**config.mk**
```make
export PLATFORM = sky130hd
export DESIGN_NAME = dvs_event_udp_packer
export DESIGN_NICKNAME = d
export VERILOG_FILES = /design/src/dup_pkg.sv /design/src/dup_divider.sv /design/src/dup_front.sv /design/src/dup_queue.sv /design/src/dup_back.sv /design/src/dvs_event_udp_packer.sv
export SDC_FILE = /design/constraint.sdc
export NUM_CORES = 1
export LEC_CHECK = 0
export ABC_AREA = 1
export BUFFER_PORTS_ARGS = -buffer_cell sky130_fd_sc_hd__buf_4
export CORE_MARGIN = 2
export CORE_UTILIZATION = 63
export DETAILED_ROUTE_END_ITERATION = 6
export PLACE_DENSITY = 0.82
export SLEW_MARGIN = 20
export SYNTH_ARGS = -nofsm -noshare
export SYNTH_HDL_FRONTEND = slang
export SYNTH_SLANG_ARGS = --single-unit
```
**constraint.sdc**
```tcl
create_clock -name i_clk -period 14 [get_ports i_clk]
set_clock_uncertainty 0.1 [all_clocks]
set_input_delay 0.7 -clock i_clk [delete_from_list [all_inputs] [get_ports i_clk]]
set_output_delay 0.7 -clock i_clk [all_outputs]
set_load 0.02 [all_outputs]
```
**src/dup_pkg.sv**
```systemverilog
package dup_pkg;

    // Packet size in bytes; the word limit follows from it
    localparam int PACKET_BYTES = 1024;
    localparam int LIMIT_PLAIN  = PACKET_BYTES / 4;
    localparam int LIMIT_TS     = PACKET_BYTES / 8;
    localparam int CNT_W        = $clog2(LIMIT_PLAIN + 2);

    // Field widths
    localparam int COORD_W    = 15;
    localparam int WORD_W     = 32;
    localparam int CFG_IDX_W  = 3;
    localparam int CFG_DATA_W = 15;

    // Coordinate divider: quotient bits resolved per cycle
    localparam int DIV_STEPS = 5;
    localparam int DIV_ITERS = COORD_W / DIV_STEPS;
    localparam int DIV_CNT_W = $clog2(DIV_ITERS);

    // Request queue between front and back
    localparam int QDEPTH = 2;
    localparam int QPTR_W = $clog2(QDEPTH);
    localparam int QCNT_W = $clog2(QDEPTH + 1);

    // Configuration register indexes
    typedef enum logic [CFG_IDX_W-1:0] {
        CFG_ROTATE  = 3'd0,
        CFG_WIDTH   = 3'd1,
        CFG_HEIGHT  = 3'd2,
        CFG_SCALE_X = 3'd3,
        CFG_SCALE_Y = 3'd4,
        CFG_TS_EN   = 3'd5,
        CFG_DUAL    = 3'd6
    } t_cfg_index;

    // One encoded event waiting to be sent
    typedef struct packed {
        logic [WORD_W-1:0] primary;
        logic [WORD_W-1:0] ts_word;
        logic [WORD_W-1:0] secondary;
        logic              ts_en;
        logic              dual;
        logic              close;
    } t_entry;

    typedef enum logic {
        FS_IDLE,
        FS_DIV
    } t_front_state;

    typedef enum logic [1:0] {
        BS_PRIMARY,
        BS_TIME,
        BS_SECONDARY
    } t_back_state;

endpackage

```
**src/dup_divider.sv**
```systemverilog
module dup_divider import dup_pkg::*; (
    input  logic               i_clk,
    input  logic               i_rst_n,
    input  logic               i_start,
    input  logic [COORD_W-1:0] i_dividend,
    input  logic [COORD_W-1:0] i_divisor,
    output logic               o_done,
    output logic [COORD_W-1:0] o_quotient
);

    logic                 r_busy;
    logic                 r_done;
    logic [DIV_CNT_W-1:0] r_cnt;
    logic [COORD_W-1:0]   r_quo;
    logic [COORD_W-1:0]   r_rem;
    logic [COORD_W-1:0]   r_div;

    logic [COORD_W-1:0]   w_quo;
    logic [COORD_W-1:0]   w_rem;
    logic [COORD_W:0]     w_ext;

    // Restoring division, several quotient bits per cycle
    always_comb begin
        w_quo = r_quo;
        w_rem = r_rem;
        w_ext = '0;
        for (int k = 0; k < DIV_STEPS; k++) begin
            w_ext = {w_rem, w_quo[COORD_W-1]};
            w_quo = {w_quo[COORD_W-2:0], 1'b0};
            if (w_ext >= {1'b0, r_div}) begin
                w_rem    = COORD_W'(w_ext - {1'b0, r_div});
                w_quo[0] = 1'b1;
            end else begin
                w_rem = w_ext[COORD_W-1:0];
            end
        end
    end

    // Sequence the iterations; a zero divisor passes the dividend through
    always_ff @(posedge i_clk) begin
        if (!i_rst_n) begin
            r_busy <= 1'b0;
            r_done <= 1'b0;
            r_cnt  <= '0;
        end else if (i_start) begin
            r_busy <= (i_divisor != '0);
            r_done <= (i_divisor == '0);
            r_cnt  <= '0;
        end else if (r_busy) begin
            r_cnt <= r_cnt + 1'b1;
            if (r_cnt == DIV_CNT_W'(DIV_ITERS - 1)) begin
                r_busy <= 1'b0;
                r_done <= 1'b1;
            end
        end
    end

    // Shift dividend out and quotient in
    always_ff @(posedge i_clk) begin
        if (i_start) begin
            r_quo <= i_dividend;
            r_rem <= '0;
            r_div <= i_divisor;
        end else if (r_busy) begin
            r_quo <= w_quo;
            r_rem <= w_rem;
        end
    end

    assign o_done     = r_done;
    assign o_quotient = r_quo;

    a_busy_done_excl: assert property (@(posedge i_clk) disable iff (!i_rst_n)
        !(r_busy && r_done))
        else $error("divider busy and done together");

endmodule

```
**src/dup_front.sv**
```systemverilog
module dup_front import dup_pkg::*; (
    input  logic                  i_clk,
    input  logic                  i_rst_n,
    input  logic                  i_in_valid,
    output logic                  o_in_ready,
    input  logic [COORD_W-1:0]    i_pos_x,
    input  logic [COORD_W-1:0]    i_pos_y,
    input  logic                  i_polarity,
    input  logic [WORD_W-1:0]     i_event_time,
    input  logic                  i_end_of_stream,
    input  logic                  i_cfg_valid,
    output logic                  o_cfg_ready,
    input  logic [CFG_IDX_W-1:0]  i_cfg_index,
    input  logic [CFG_DATA_W-1:0] i_cfg_data,
    input  logic                  i_full,
    output logic                  o_push,
    output t_entry                o_entry
);

    t_front_state         r_state;
    t_front_state         n_state;
    logic [CNT_W-1:0]     r_cnt;
    logic [CNT_W-1:0]     n_cnt;
    logic [CNT_W-1:0]     w_sum;
    logic                 w_close;

    logic                 r_rotate;
    logic [COORD_W-1:0]   r_width;
    logic [COORD_W-1:0]   r_height;
    logic [COORD_W-1:0]   r_scale_x;
    logic [COORD_W-1:0]   r_scale_y;
    logic                 r_ts_en;
    logic                 r_dual;

    logic                 r_pol;
    logic [WORD_W-1:0]    r_time;
    logic                 r_eos;

    logic                 w_accept;
    logic [COORD_W-1:0]   w_rot_x;
    logic [COORD_W-1:0]   w_rot_y;
    logic                 w_x_done;
    logic                 w_y_done;
    logic [COORD_W-1:0]   w_qx;
    logic [COORD_W-1:0]   w_qy;

    assign o_cfg_ready = 1'b1;
    assign w_accept    = i_in_valid && o_in_ready;

    // Write configuration registers
    always_ff @(posedge i_clk) begin
        if (!i_rst_n) begin
            r_rotate  <= 1'b0;
            r_width   <= '0;
            r_height  <= '0;
            r_scale_x <= '0;
            r_scale_y <= '0;
            r_ts_en   <= 1'b0;
            r_dual    <= 1'b0;
        end else if (i_cfg_valid) begin
            case (i_cfg_index)
                CFG_ROTATE:  r_rotate  <= i_cfg_data[0];
                CFG_WIDTH:   r_width   <= i_cfg_data;
                CFG_HEIGHT:  r_height  <= i_cfg_data;
                CFG_SCALE_X: r_scale_x <= i_cfg_data;
                CFG_SCALE_Y: r_scale_y <= i_cfg_data;
                CFG_TS_EN:   r_ts_en   <= i_cfg_data[0];
                CFG_DUAL:    r_dual    <= i_cfg_data[0];
                default: ;
            endcase
        end
    end

    // Mirror coordinates when rotation is on, saturating at zero
    always_comb begin
        w_rot_x = i_pos_x;
        w_rot_y = i_pos_y;
        if (r_rotate) begin
            w_rot_x = (i_pos_x > r_width)  ? '0 : r_width - i_pos_x;
            w_rot_y = (i_pos_y > r_height) ? '0 : r_height - i_pos_y;
        end
    end

    dup_divider u_div_x (
        .i_clk      (i_clk),
        .i_rst_n    (i_rst_n),
        .i_start    (w_accept),
        .i_dividend (w_rot_x),
        .i_divisor  (r_scale_x),
        .o_done     (w_x_done),
        .o_quotient (w_qx)
    );

    dup_divider u_div_y (
        .i_clk      (i_clk),
        .i_rst_n    (i_rst_n),
        .i_start    (w_accept),
        .i_dividend (w_rot_y),
        .i_divisor  (r_scale_y),
        .o_done     (w_y_done),
        .o_quotient (w_qy)
    );

    // Hold the rest of the event
    always_ff @(posedge i_clk) begin
        if (w_accept) begin
            r_pol  <= i_polarity;
            r_time <= i_event_time;
            r_eos  <= i_end_of_stream;
        end
    end

    // Next state
    always_comb begin
        n_state = r_state;
        case (r_state)
            FS_IDLE: if (w_accept) n_state = FS_DIV;
            FS_DIV:  if (w_x_done && w_y_done && !i_full) n_state = FS_IDLE;
            default: n_state = FS_IDLE;
        endcase
    end

    // Handshake outputs
    always_comb begin
        o_in_ready = 1'b0;
        o_push     = 1'b0;
        case (r_state)
            FS_IDLE: o_in_ready = 1'b1;
            FS_DIV:  o_push     = w_x_done && w_y_done && !i_full;
            default: ;
        endcase
    end

    // Count words in the open packet and decide the close
    always_comb begin
        w_sum   = r_cnt + (r_ts_en ? CNT_W'(2) : CNT_W'(1));
        w_close = (r_ts_en ? (w_sum >= CNT_W'(LIMIT_TS)) : (w_sum >= CNT_W'(LIMIT_PLAIN)))
                  || r_eos;
        n_cnt   = w_close ? '0 : w_sum;
    end

    always_ff @(posedge i_clk) begin
        if (!i_rst_n) begin
            r_state <= FS_IDLE;
            r_cnt   <= '0;
        end else begin
            r_state <= n_state;
            if (o_push) r_cnt <= n_cnt;
        end
    end

    // Encode the words of this event
    always_comb begin
        o_entry.primary   = {~r_ts_en, w_qx, r_pol, w_qy};
        o_entry.ts_word   = r_time;
        o_entry.secondary = {1'b1, w_qx[COORD_W-2:0], r_pol, 1'b0, w_qy};
        o_entry.ts_en     = r_ts_en;
        o_entry.dual      = r_dual;
        o_entry.close     = w_close;
    end

    a_cnt_below_limit: assert property (@(posedge i_clk) disable iff (!i_rst_n)
        r_cnt < CNT_W'(LIMIT_PLAIN))
        else $error("word counter reached the packet limit");

endmodule

```
**src/dup_queue.sv**
```systemverilog
module dup_queue import dup_pkg::*; (
    input  logic   i_clk,
    input  logic   i_rst_n,
    input  logic   i_push,
    input  t_entry i_entry,
    output logic   o_full,
    output logic   o_valid,
    output t_entry o_entry,
    input  logic   i_pop
);

    t_entry              r_mem [QDEPTH];
    logic [QPTR_W-1:0]   r_wr_ptr;
    logic [QPTR_W-1:0]   r_rd_ptr;
    logic [QCNT_W-1:0]   r_count;

    assign o_full  = (r_count == QCNT_W'(QDEPTH));
    assign o_valid = (r_count != '0);
    assign o_entry = r_mem[r_rd_ptr];

    // Store requests
    always_ff @(posedge i_clk) begin
        if (i_push) r_mem[r_wr_ptr] <= i_entry;
    end

    // Advance pointers and occupancy
    always_ff @(posedge i_clk) begin
        if (!i_rst_n) begin
            r_wr_ptr <= '0;
            r_rd_ptr <= '0;
            r_count  <= '0;
        end else begin
            if (i_push) begin
                r_wr_ptr <= (r_wr_ptr == QPTR_W'(QDEPTH - 1)) ? '0 : r_wr_ptr + 1'b1;
            end
            if (i_pop) begin
                r_rd_ptr <= (r_rd_ptr == QPTR_W'(QDEPTH - 1)) ? '0 : r_rd_ptr + 1'b1;
            end
            case ({i_push, i_pop})
                2'b10:   r_count <= r_count + 1'b1;
                2'b01:   r_count <= r_count - 1'b1;
                default: ;
            endcase
        end
    end

    a_no_overflow: assert property (@(posedge i_clk) disable iff (!i_rst_n)
        !(i_push && o_full))
        else $error("push into full queue");

    a_no_underflow: assert property (@(posedge i_clk) disable iff (!i_rst_n)
        !(i_pop && !o_valid))
        else $error("pop from empty queue");

endmodule

```
**src/dup_back.sv**
```systemverilog
module dup_back import dup_pkg::*; (
    input  logic              i_clk,
    input  logic              i_rst_n,
    input  logic              i_valid,
    input  t_entry            i_entry,
    output logic              o_pop,
    output logic              o_out_valid,
    input  logic              i_out_ready,
    output logic              o_stream_select,
    output logic [WORD_W-1:0] o_packet_word,
    output logic              o_packet_end,
    output logic              o_item_last
);

    t_back_state       r_state;
    t_back_state       n_state;
    logic              r_out_valid;
    logic              r_sel;
    logic [WORD_W-1:0] r_word;
    logic              r_pend;
    logic              r_last;

    logic              w_load;
    logic              w_sel;
    logic [WORD_W-1:0] w_word;
    logic              w_pend;
    logic              w_last;

    assign w_load = i_valid && (!r_out_valid || i_out_ready);
    assign o_pop  = w_load && w_last;

    // Select the word for the current step
    always_comb begin
        w_sel  = 1'b0;
        w_word = i_entry.primary;
        w_pend = 1'b0;
        w_last = 1'b1;
        case (r_state)
            BS_PRIMARY: begin
                w_pend = !i_entry.ts_en && i_entry.close;
                w_last = !i_entry.ts_en && !i_entry.dual;
            end
            BS_TIME: begin
                w_word = i_entry.ts_word;
                w_pend = i_entry.close;
                w_last = !i_entry.dual;
            end
            BS_SECONDARY: begin
                w_sel  = 1'b1;
                w_word = i_entry.secondary;
                w_pend = i_entry.close;
            end
            default: ;
        endcase
    end

    // Next state
    always_comb begin
        n_state = r_state;
        if (w_load) begin
            if (w_last) begin
                n_state = BS_PRIMARY;
            end else begin
                case (r_state)
                    BS_PRIMARY: n_state = i_entry.ts_en ? BS_TIME : BS_SECONDARY;
                    BS_TIME:    n_state = BS_SECONDARY;
                    default:    n_state = BS_PRIMARY;
                endcase
            end
        end
    end

    always_ff @(posedge i_clk) begin
        if (!i_rst_n) begin
            r_state     <= BS_PRIMARY;
            r_out_valid <= 1'b0;
        end else begin
            r_state <= n_state;
            if (w_load) begin
                r_out_valid <= 1'b1;
            end else if (i_out_ready) begin
                r_out_valid <= 1'b0;
            end
        end
    end

    // Hold the result until it is taken
    always_ff @(posedge i_clk) begin
        if (w_load) begin
            r_sel  <= w_sel;
            r_word <= w_word;
            r_pend <= w_pend;
            r_last <= w_last;
        end
    end

    assign o_out_valid     = r_out_valid;
    assign o_stream_select = r_sel;
    assign o_packet_word   = r_word;
    assign o_packet_end    = r_pend;
    assign o_item_last     = r_last;

    a_secondary_last: assert property (@(posedge i_clk) disable iff (!i_rst_n)
        (r_out_valid && r_sel) |-> r_last)
        else $error("secondary word not last of its event");

    a_mid_event_state: assert property (@(posedge i_clk) disable iff (!i_rst_n)
        (r_state != BS_PRIMARY) |-> i_valid)
        else $error("mid-event step with empty queue");

endmodule

```
**src/dvs_event_udp_packer.sv**
```systemverilog
// Channel | Direction | Handshake               | Payload
// in      | input     | i_in_valid / o_in_ready | pos_x, pos_y, polarity, event_time, eos
// cfg     | input     | i_cfg_valid/o_cfg_ready | i_cfg_index, i_cfg_data
// out     | output    | o_out_valid/i_out_ready | stream_select, packet_word, end, last
//
// An event passes the front in steps: accept, the iterations of the two coordinate
// dividers (5 quotient bits per cycle), then the push into the request queue, which
// waits while the queue is full; a zero scale divisor skips its divider's iterations.
// The back sends 1 to 3 words per event via an output register, one per cycle when ready.
// The front takes a new event only after it has pushed the previous one.
// Reset is synchronous, active low; it clears all configuration and the word counter.
// A stalled output fills the two-entry queue and then holds the input off.
module dvs_event_udp_packer import dup_pkg::*; (
    input  logic                  i_clk,
    input  logic                  i_rst_n,
    input  logic                  i_in_valid,
    output logic                  o_in_ready,
    input  logic [COORD_W-1:0]    i_pos_x,
    input  logic [COORD_W-1:0]    i_pos_y,
    input  logic                  i_polarity,
    input  logic [WORD_W-1:0]     i_event_time,
    input  logic                  i_end_of_stream,
    input  logic                  i_cfg_valid,
    output logic                  o_cfg_ready,
    input  logic [CFG_IDX_W-1:0]  i_cfg_index,
    input  logic [CFG_DATA_W-1:0] i_cfg_data,
    output logic                  o_out_valid,
    input  logic                  i_out_ready,
    output logic                  o_stream_select,
    output logic [WORD_W-1:0]     o_packet_word,
    output logic                  o_packet_end,
    output logic                  o_item_last
);

    logic   w_push;
    logic   w_full;
    logic   w_q_valid;
    logic   w_pop;
    t_entry w_push_entry;
    t_entry w_head_entry;

    dup_front u_front (
        .i_clk           (i_clk),
        .i_rst_n         (i_rst_n),
        .i_in_valid      (i_in_valid),
        .o_in_ready      (o_in_ready),
        .i_pos_x         (i_pos_x),
        .i_pos_y         (i_pos_y),
        .i_polarity      (i_polarity),
        .i_event_time    (i_event_time),
        .i_end_of_stream (i_end_of_stream),
        .i_cfg_valid     (i_cfg_valid),
        .o_cfg_ready     (o_cfg_ready),
        .i_cfg_index     (i_cfg_index),
        .i_cfg_data      (i_cfg_data),
        .i_full          (w_full),
        .o_push          (w_push),
        .o_entry         (w_push_entry)
    );

    dup_queue u_queue (
        .i_clk   (i_clk),
        .i_rst_n (i_rst_n),
        .i_push  (w_push),
        .i_entry (w_push_entry),
        .o_full  (w_full),
        .o_valid (w_q_valid),
        .o_entry (w_head_entry),
        .i_pop   (w_pop)
    );

    dup_back u_back (
        .i_clk           (i_clk),
        .i_rst_n         (i_rst_n),
        .i_valid         (w_q_valid),
        .i_entry         (w_head_entry),
        .o_pop           (w_pop),
        .o_out_valid     (o_out_valid),
        .i_out_ready     (i_out_ready),
        .o_stream_select (o_stream_select),
        .o_packet_word   (o_packet_word),
        .o_packet_end    (o_packet_end),
        .o_item_last     (o_item_last)
    );

endmodule

```
Word level (Yosys, flattened, before mapping)
Memory sizes are Yosys's and may differ from the RTL's. A register that Yosys moved wholly into a read port is not among the register bits. Cells that the tools add are included.

Flip-flop bits (word level): 247. Bits in writable memories: 194. Input port bits: 87. Output and inout bits: 38. Word-level logic and storage cells: 184. Memories kept: 1.

Add/sub/neg operators: 19. Order comparisons: 14. Eq/ne operators: 13. Mux-type cells: 64. Bitwise operators: 3. Reduce and logical (&&, ||, !) cells: 37.

Memories: u_queue.r_mem (words 2, width 97, rd ports 1, clocked after Yosys merged registers in 1, write ports 1, RTL line dup_queue.sv:12) `t_entry r_mem [QDEPTH];`.

Operators by type and width (number): 15-bit two-way mux (18); 15-bit subtractor (12); 16-bit by 15-bit greater-or-equal comparator with 1-bit output (10); 32-bit case mux with 2 select lines (1); 1-bit two-way mux (36); 15-bit > comparator (2); 15-bit zero test (2); 15-bit nonzero test (2); 2-bit AND reduction (9); 2-bit nonzero test (7); 2-bit == test, second input constant (5); 9-bit adder (1); 3-bit == test, second input constant (3); 9-bit by 8-bit greater-or-equal comparator with 1-bit output, second input constant (1); 9-bit greater-or-equal comparator, second input constant (1); 9-bit two-way mux (1); 2-bit case mux with 2 select lines (2); 1-bit logical AND (7); 2-bit by 1-bit adder with 2-bit output, second input constant (3); 3-bit by 2-bit == test with 1-bit output, second input constant (2); 2-bit two-way mux (3); 1-bit case mux with 2 select lines (3); 2-bit by 1-bit == test with 1-bit output, second input constant (2); 1-bit zero test (4); 8 further kinds (13).

Logic depth before layout (Yosys ltp)
Gate-level depths: netlist of run 1.

Depth after elaboration: 12. Mapped depth: 72.

Modules after synthesis
From an unflattened synthesis of run 1, not the netlist that was laid out.

Cell total of the unflattened synthesis: 3565. Area total of the unflattened synthesis: 29393.2 µm².

By module, submodules not included: dup_queue (instances 1, cells an instance 343, area an instance 7398.3 µm²); dup_divider (u_front.u_div_y) (instances 1, cells an instance 1085, area an instance 6905.4 µm²); dup_divider (u_front.u_div_x) (instances 1, cells an instance 1034, area an instance 6652.6 µm²); dup_front (instances 1, cells an instance 890, area an instance 6398.6 µm²); dup_back (instances 1, cells an instance 213, area an instance 2038.2 µm²).

Worst setup path after synthesis of run 1
No wires, ideal clock.

Path type: register -> register. Start: reg u_front.u_div_x.r_div[1]. End: reg u_front.u_div_x.r_quo[0], in the netlist u_front.u_div_x.o_quotient[0], data pin. Arrival: 9.309 ns. Path slack: 4.321 ns. Cell stages (with the launch flop): 62. Buffers on the path: 6. Cell sequence: edfxtp_1 > inv_1 > fa_1 > nand3_1 > nand3_1 > nand2_1 > nand2_1 > nand2_1 > nand3_2 > buf_6 > buf_2 > or2_2 > nand2_1 > inv_1 > ha_1 > nand2_1 > inv_1 > nand2_1 > [26 not listed] > a21oi_1 > inv_1 > a21oi_2 > buf_2 > nand3_1 > nand2_1 > inv_1 > ha_1 > a21o_1 > a221oi_1 > nand3_1 > a21oi_1 > o21ai_0 > a21oi_1 > nand3_4 > buf_6 > nand2_1 > o21ai_0.

Longest elaborated chain between the ends: 12. Elaborated cells between the ends (all ways): 16. Classes of those cells: add/sub: 4; order compare: 5; mux: 7.

Ends and longest elaborated chain: from (decl) (RTL line dup_divider.sv:16) `logic [COORD_W-1:0] r_div;`; from (signal assigned) (RTL line dup_divider.sv:63) `r_div <= i_divisor;`; 15-bit subtractor or 16-bit by 15-bit greater-or-equal comparator with 1-bit output (tied branches) (RTL line dup_divider.sv:31, dup_divider.sv:30); 15-bit two-way mux (RTL line dup_divider.sv:30) `if (w_ext >= {1'b0, r_div}) begin`; 15-bit subtractor or 16-bit by 15-bit greater-or-equal comparator with 1-bit output (tied branches) (RTL line dup_divider.sv:31, dup_divider.sv:30); 15-bit two-way mux (RTL line dup_divider.sv:30); 15-bit subtractor or 16-bit by 15-bit greater-or-equal comparator with 1-bit output (tied branches) (RTL line dup_divider.sv:31, dup_divider.sv:30); 15-bit two-way mux (RTL line dup_divider.sv:30); 15-bit subtractor or 16-bit by 15-bit greater-or-equal comparator with 1-bit output (tied branches) (RTL line dup_divider.sv:31, dup_divider.sv:30); 15-bit two-way mux (RTL line dup_divider.sv:30); 16-bit by 15-bit greater-or-equal comparator with 1-bit output (*) (RTL line dup_divider.sv:30); 1-bit two-way mux (*) (RTL line dup_divider.sv:30); 15-bit two-way mux (*) (RTL line dup_divider.sv:64) `end else if (r_busy) begin`; 15-bit two-way mux (*) (RTL line dup_divider.sv:60) `if (i_start) begin`; to (signal assigned) (RTL line dup_divider.sv:61) `r_quo <= i_dividend;`; to (signal assigned) (RTL line dup_divider.sv:65) `r_quo <= w_quo;`; to (decl) (RTL line dup_divider.sv:14) `logic [COORD_W-1:0] r_quo;`.

Every way passes the cells marked *; elsewhere a longest branch is shown, timed or not. The select of a mux whose other input is x is not followed. A chain may end at the register's enable or synchronous reset.

Worst setup path in the final report of run 1
Start: reg u_front.u_div_x.r_div[0]. End: reg u_front.u_div_x.r_quo[0], in the netlist u_front.u_div_x.o_quotient[0], data pin.

The elaborated chain is that of the path after synthesis.

==> results of run 1 <==
==> cell usage in the layout (no fill, tap or decap), types with 6 or more instances in the layout <==
master | Yosys | routed
nand3_1 | 188 | 188
buf_4 | 6 | 135
o21ai_0 | 229 | 229
clkinv_1 | 4 | 7
ha_1 | 189 | 189
mux2i_1 | 17 | 17
nand3_4 | 9 | 9
nor3_1 | 31 | 31
o21a_1 | 7 | 7
o21bai_1 | 16 | 16
xnor2_1 | 50 | 50
clkbuf_1 | 51 | 11
o22ai_1 | 31 | 31
nand4_1 | 27 | 27
nor2_1 | 281 | 277
nor4_1 | 9 | 9
edfxtp_1 | 263 | 263
o211ai_1 | 9 | 9
inv_2 | 13 | 13
a21oi_2 | 6 | 6
clkbuf_16 | 0 | 38
or2_2 | 23 | 23
a21oi_1 | 258 | 257
nand2_1 | 690 | 690
a21o_1 | 17 | 17
xor2_1 | 68 | 68
a31oi_1 | 10 | 10
nand3b_1 | 7 | 7
fa_1 | 13 | 13
dfxtp_1 | 119 | 118
inv_1 | 389 | 389
o21ai_1 | 19 | 19
nand2_2 | 13 | 13
==> metal layers <==
layer  global-route usage (%)  vias up  share of wire [%]
li1                         -    10800                  -
met1                     47.2    10500                 42
met2                     57.4      995                 47
met3                     4.59      184                7.6
met4                     13.7        2                4.2
met5                        0        -              0.018
==> worst max path at each step <==
stage,start,endpoint,depth (start not counted)
global placement,u_front.u_div_x.r_div[1],u_front.u_div_x.o_quotient[0],52
detailed placement,u_front.u_div_x.r_div[1],u_front.u_div_x.o_quotient[0],52
global route,u_front.u_div_x.r_div[1],u_front.u_div_x.o_quotient[0],51
floorplan,u_front.u_div_x.r_div[1],u_front.u_div_x.o_quotient[0],61
finish,u_front.u_div_x.r_div[0],u_front.u_div_x.o_quotient[0],50
CTS,u_front.u_div_x.r_div[1],u_front.u_div_x.o_quotient[0],52
==> metrics by stage <==
step	util, %	setup WS (ns)	instance area, um^2	std cells
global placement	66.8	2.64	26500	3724
detailed placement	66.8	2.40	26500	3724
CTS	70.0	2.37	27700	3794
finish	70.0	2.23	27700	3795
floorplan	-	4.32	25200	3147
global route	70.0	0.843	27700	3795
==> cells by family (layout without fill, tap and decap cells) <==
family          count (synthesis)  after routing  share of synthesized area [%]
compound gates                637            637                           13.9
xor+xnor                      118            118                           4.10
fa+ha+maj                     202            202                           10.4
buf+inv                       490            612                           7.74
flops                         382            382                           40.8
mux                            17             17                          0.676
other cells                     1              2                         0.0149
simple gates                 1300           1300                           22.3
==> registers in the layout (all words and copies together) (netlist names), 9 cells and up, named ones only <==
register / count
u_front.r_width: 15
u_front.u_div_x.r_div: 15
u_front.r_time: 32
u_front.r_height: 15
u_front.u_div_x.o_quotient: 15
u_front.u_div_y.o_quotient: 15
u_front.r_scale_y: 15
u_front.r_scale_x: 15
u_back.o_packet_word: 32
u_queue.r_mem: 134
u_front.u_div_y.r_rem: 15
u_front.u_div_y.r_div: 15
u_front.u_div_x.r_rem: 15
u_front.r_cnt: 9
==> cell type report <==
class | count | area [um^2]
inverters | 407 | 1530
diodes | 1 | 2.50
clock buffers | 52 | 1030
flip-flops and latches | 382 | 10300
clock inverters | 18 | 228
multi-input cells | 2275 | 13000
well taps | 525 | 657
fillers | 3120 | 11900
repair buffers | 135 | 1010
==> critical path, delay by kind of cell (launching register included) <==
kind,cells,cell delay [ns]
adder cells (fa/ha/maj),6,2.04
flip-flops,1,0.60
buffers and inverters,5,0.40
AO/OA/AOI/OAI,20,5.14
AND/OR/NAND/NOR,19,3.21
==> results.txt, run 1 <==
status: complete, no violations
Final period util: 84.1%
DRC: 0
hold_buf cts: 0
routed len/inst: 19.3 um
total congestion overflow: 0
crit path max fanout: 30
total setup buffers inserted after CTS: 0
Routed Antenna Nets: 0
r2r startpoint: u_front.u_div_x.r_div[0]
vias in the first global route: 21,300
# port buffers: 123
Syn Nets: 3,436
Initial Utilization: 63.5%
area leader, netlist: edfxtp_1
Final Net Count: 3,528
Hold EP: u_front.r_time[0]
count leader, synth: nand2_1
row count: 73
CTS tree: yes
RSZ-0062 raised after global routing: no
cts bufs inserted: 38
first-pass iteration count of the detailed router: 6
Worst setup EP type: flop
Pins Over Slew Limit: 0
initial DRC count: 2,422
Synth Flop Type: edfxtp_1
Mapped Cells: 3,147
critical path required time: 14.20 ns
initial antenna violation count: 2
#FFs+latches synth: 382
sequential element share of the synthesized area: 40.8%
Distinct cells, synth: 61
Hold Crit Class: input pin to flop
H-tree levels: 2
die height: 204 um
Slew HR: 27.4%
Max-cap violations: 0
Reg2Reg Capture Point: u_front.u_div_x.o_quotient[0]
CP Launch Type: flop
CP peak stage delay: 0.62 ns
arrival time worst endpoint: 11.97 ns
setup_tns: 0 ns
Worst Hold Slack: 0.224 ns
Hold Violations, Final: 0
Ports: 125
first-pass GRT wire length: 113,000 um
Clock Pin Slew Worst Setup and Hold Paths: 0.06 ns
pin count of the biggest net entering global routing: 75
Yosys Warn Count: 0
Die X-Extent: 204 um
worst-margin pin slew: 1.09 ns
hold-critical path depth: 1
worst skew pair latency: 0.55 ns
Critical Setup Path Class: flop to flop
Vias/cell: 5.92
Routed WL: 73,400 um
reg2reg path depth: 50
Mapped Avg Cell Area: 8.00 um^2
setup violators final: 0
mapped cell area: 0.0252 mm^2
die area: 0.0416 mm^2
synth cell count leaders: nand2_1 (690), inv_1 (389), nor2_1 (281)
GRT Resource Usage Total: 34.9%
top cells by area, synth: edfxtp_1 (31%), nand2_1 (10%), dfxtp_1 (9.5%)
worst reg-to-reg setup slack: 2.23 ns
critical path's slowest cell: o21ai_0
FFs w/ async S/R, synth: 0%
routed vias: 22,500
post-cts sizing count: 0
post-layout minimum cycle time: 11.77 ns
Fmax: 85.0 MHz
number of synthesized flops with an enable pin: 263
Hold Path Origin: i_event_time[0]
Final GP Congestion: 0.985
clock root buffer: clkbuf_16
share of the synthesized area in the top cell type: 31.4%
clk sinks: 382
Core Area: 0.0396 mm^2
area delta synth->final: 10.1%
layout cells sized above 1: 8.57%
HPWL after DPL: 53,400 um
CTS Buffer Depth: 3
Power of run 1 is not shown: default switching activity piles up to over one toggle a cycle in this logic, so the estimate is an artifact.
==> inputs of run 2 (changes only) <==
--- a/config.mk
+++ b/config.mk
@@ -8,9 +8,9 @@
 export ABC_AREA = 1
 export BUFFER_PORTS_ARGS = -buffer_cell sky130_fd_sc_hd__buf_4
 export CORE_MARGIN = 2
-export CORE_UTILIZATION = 63
+export CORE_UTILIZATION = 57
 export DETAILED_ROUTE_END_ITERATION = 6
-export PLACE_DENSITY = 0.82
+export PLACE_DENSITY = 0.78
 export SLEW_MARGIN = 20
 export SYNTH_ARGS = -nofsm -noshare
 export SYNTH_HDL_FRONTEND = slang
==> constraint.sdc (replaced) <==
create_clock -name i_clk -period 10.3 [get_ports i_clk]
set_clock_uncertainty 0.1 [all_clocks]
set_input_delay 0.515 -clock i_clk [delete_from_list [all_inputs] [get_ports i_clk]]
set_output_delay 0.515 -clock i_clk [all_outputs]
set_load 0.02 [all_outputs]
==> run 2 against run 1 <==
  * Global-route usage shrank 2.2 points
  * Setup slack lost 1.7 ns
  * Worst hold slack lost 0.19 ns
  * Maximum frequency grew 20%
  * Core utilization shrank 2.4 points
  * Critical path depth grew 17
  * Via count grew 4.8%
  * Wire length grew 6.8%
  * Non-clock buffer count grew 195
  * Flip-flop and latch count is the same
  * Sequential share of layout area shrank 2.4 points
  * Critical path type unchanged
  * Critical endpoint is now u_front.u_div_x.r_rem[1]
  * Highest routed layer is now met4
==> results.txt, run 2 (synthesized netlist as in run 1, its figures left out) <==
Routed Antenna Nets: 0 (unchanged)
critical path required time: 10.69 ns (was 14.20 ns)
Most common cell on crit path: nand2_1
r2r startpoint: u_front.u_div_x.o_quotient[14] (was u_front.u_div_x.r_div[0])
initial DRC count: 2,292 (was 2,422)
Finished Cell Area: 0.0297 mm^2 (was 0.0277 mm^2)
Critical Setup Path Class: flop to flop (unchanged)
commonest non-fill, non-tap cell in the layout: nand2_1 (unchanged)
setup violators final: 0 (unchanged)
post-layout minimum cycle time: 9.80 ns (was 11.77 ns)
Die X-Extent: 214 um (was 204 um)
Final GP Congestion: 1.02 (was 0.985)
Hold Violations, Final: 0 (unchanged)
CP peak stage delay: 0.41 ns (was 0.62 ns)
Top reg by flops: u_queue.r_mem (unchanged)
arrival time worst endpoint: 10.19 ns (was 11.97 ns)
clock root buffer: clkbuf_16 (unchanged)
Ports: 125 (unchanged)
worst reg-to-reg setup slack: 0.50 ns (was 2.23 ns)
status: complete, no violations (unchanged)
crit path max fanout: 17 (was 30)
Placement Cell Area: 0.0279 mm^2 (was 0.0265 mm^2)
Hold Path Origin: i_event_time[10] (was i_event_time[0])
Clock Pin Slew Worst Setup and Hold Paths: 0.06 ns (about the same)
Max-cap violations: 0 (unchanged)
# port buffers: 123 (unchanged)
GRT Resource Usage Total: 32.8% (was 34.9%)
DRC: 0 (unchanged)
pin count of the biggest net entering global routing: 75 (unchanged)
Worst setup EP type: flop (unchanged)
first-pass iteration count of the detailed router: 5 (was 6)
HPWL after DPL: 58,500 um (was 53,400 um)
critical path's slowest cell: edfxtp_1 (was o21ai_0)
Core Area: 0.0439 mm^2 (was 0.0396 mm^2)
first-pass GRT wire length: 120,000 um (was 113,000 um)
most frequent cells in the layout: nand2_1 (684), inv_1 (386), buf_4 (321) (was nand2_1 (690), inv_1 (389), nor2_1 (277))
Final period util: 95.1% (was 84.1%)
worst skew pair latency: 0.57 ns (was 0.55 ns)
Vias/cell: 5.79 (was 5.92)
Routed WL: 78,400 um (was 73,400 um)
CP Launch Type: flop (unchanged)
reg2reg path depth: 67 (was 50)
routed vias: 23,500 (was 22,500)
Slew HR: 31.5% (was 27.4%)
initial antenna violation count: 2 (unchanged)
area delta synth->final: 17.9% (was 10.1%)
Hold Crit Class: input pin to flop (unchanged)
Pins Over Slew Limit: 0 (unchanged)
Reg2Reg Capture Point: u_front.u_div_x.r_rem[1] (was u_front.u_div_x.o_quotient[0])
H-tree levels: 2 (unchanged)
clk sinks: 382 (unchanged)
CTS tree: yes (unchanged)
cts bufs inserted: 39 (was 38)
hold-critical path depth: 1 (unchanged)
Fmax: 102 MHz (was 85.0 MHz)
Hold EP: u_front.r_time[10] (was u_front.r_time[0])
vias in the first global route: 22,800 (was 21,300)
routed len/inst: 19.3 um (about the same)
max reg flops: 134 (unchanged)
Initial Utilization: 57.3% (was 63.5%)
worst-margin pin slew: 1.02 ns (was 1.09 ns)
total congestion overflow: 0 (unchanged)
die height: 214 um (was 204 um)
Final Net Count: 3,731 (was 3,528)
die area: 0.0459 mm^2 (was 0.0416 mm^2)
layout cells sized above 1: 15.3% (was 8.57%)
CTS Buffer Depth: 3 (unchanged)
row count: 77 (was 73)
run 2: cell count changes in the layout (fill, tap and decap cells not counted), sizes merged:
| cell | before | now |
|---|---|---|
| a21oi | 266 | 267 |
| nor2 | 288 | 290 |
| bufinv | 3 | 1 |
| clkbuf | 52 | 60 |
| diode | 1 | 2 |
| clkinv | 14 | 11 |
| buf | 135 | 329 |
| nand3 | 201 | 205 |
run 2: final cells by class:
cell class | instances | area [um^2]
Antenna cell | 2 | 5.00
Clock buffer | 59 | 1110
Clock inverter | 13 | 119
Fill cell | 3597 | 14200
Inverter | 407 | 1530
Multi-Input combinational cell | 2282 | 13400
Sequential cell | 382 | 10300
Tap cell | 592 | 741
Timing Repair Buffer | 330 | 2550
run 2: stage by stage:
step	setup TNS [ns]	hold slack [ns]	utilization, %	worst slack (ns)	std cells
final	0	0.0357	67.6	0.500	4067
after global routing	-2.02	0.0201	67.6	-0.150	4067
after CTS	0	0.0199	66.3	0.0217	4036
after detailed placement	-1.25	0.318	63.5	-0.178	3962
after global placement	-0.00230	0.319	63.5	-0.00230	3962
after floorplan	0	0.308	-	0.621	3147
run 2: worst max path at each step:
stage / startpoint / end / cells after the start
final: u_front.u_div_x.o_quotient[14] / u_front.u_div_x.r_rem[1] / 67
after global routing: u_front.u_div_x.r_div[9] / u_front.u_div_x.r_rem[13] / 64
after CTS: u_front.u_div_x.o_quotient[14] / u_front.u_div_x.r_rem[6] / 64
after detailed placement: u_front.u_div_x.o_quotient[14] / u_front.u_div_x.r_rem[13] / 66
after global placement: u_front.u_div_x.o_quotient[14] / u_front.u_div_x.r_rem[13] / 67
after floorplan: u_front.u_div_x.r_div[1] / u_front.u_div_x.o_quotient[0] / 61
run 2: layer usage:
metal / share of wire (%) / global-route usage, %
met4: 6.2 / 19.3
met5: 0 / 0
met1: 39 / 40.7
met2: 47 / 54.7
met3: 7.6 / 4.51
run 2: worst max-delay path, delay by kind of cell, from the launching register on:
family,cells,cell delay [ns]
AO/OA/AOI/OAI,19,2.72
AND/OR/NAND/NOR,27,3.05
buffers and inverters,15,1.85
flip-flops,1,0.41
adder cells (fa/ha/maj),6,1.58
run 2: timing repair:
item,CTS,global route
gates resized for setup,5,86
setup buffers,2,21
hold buffers,0,0
cloned,0,8
setup endpoints to repair,16,32
pin swaps,1,22
Power of run 2 is left out for the same reason.
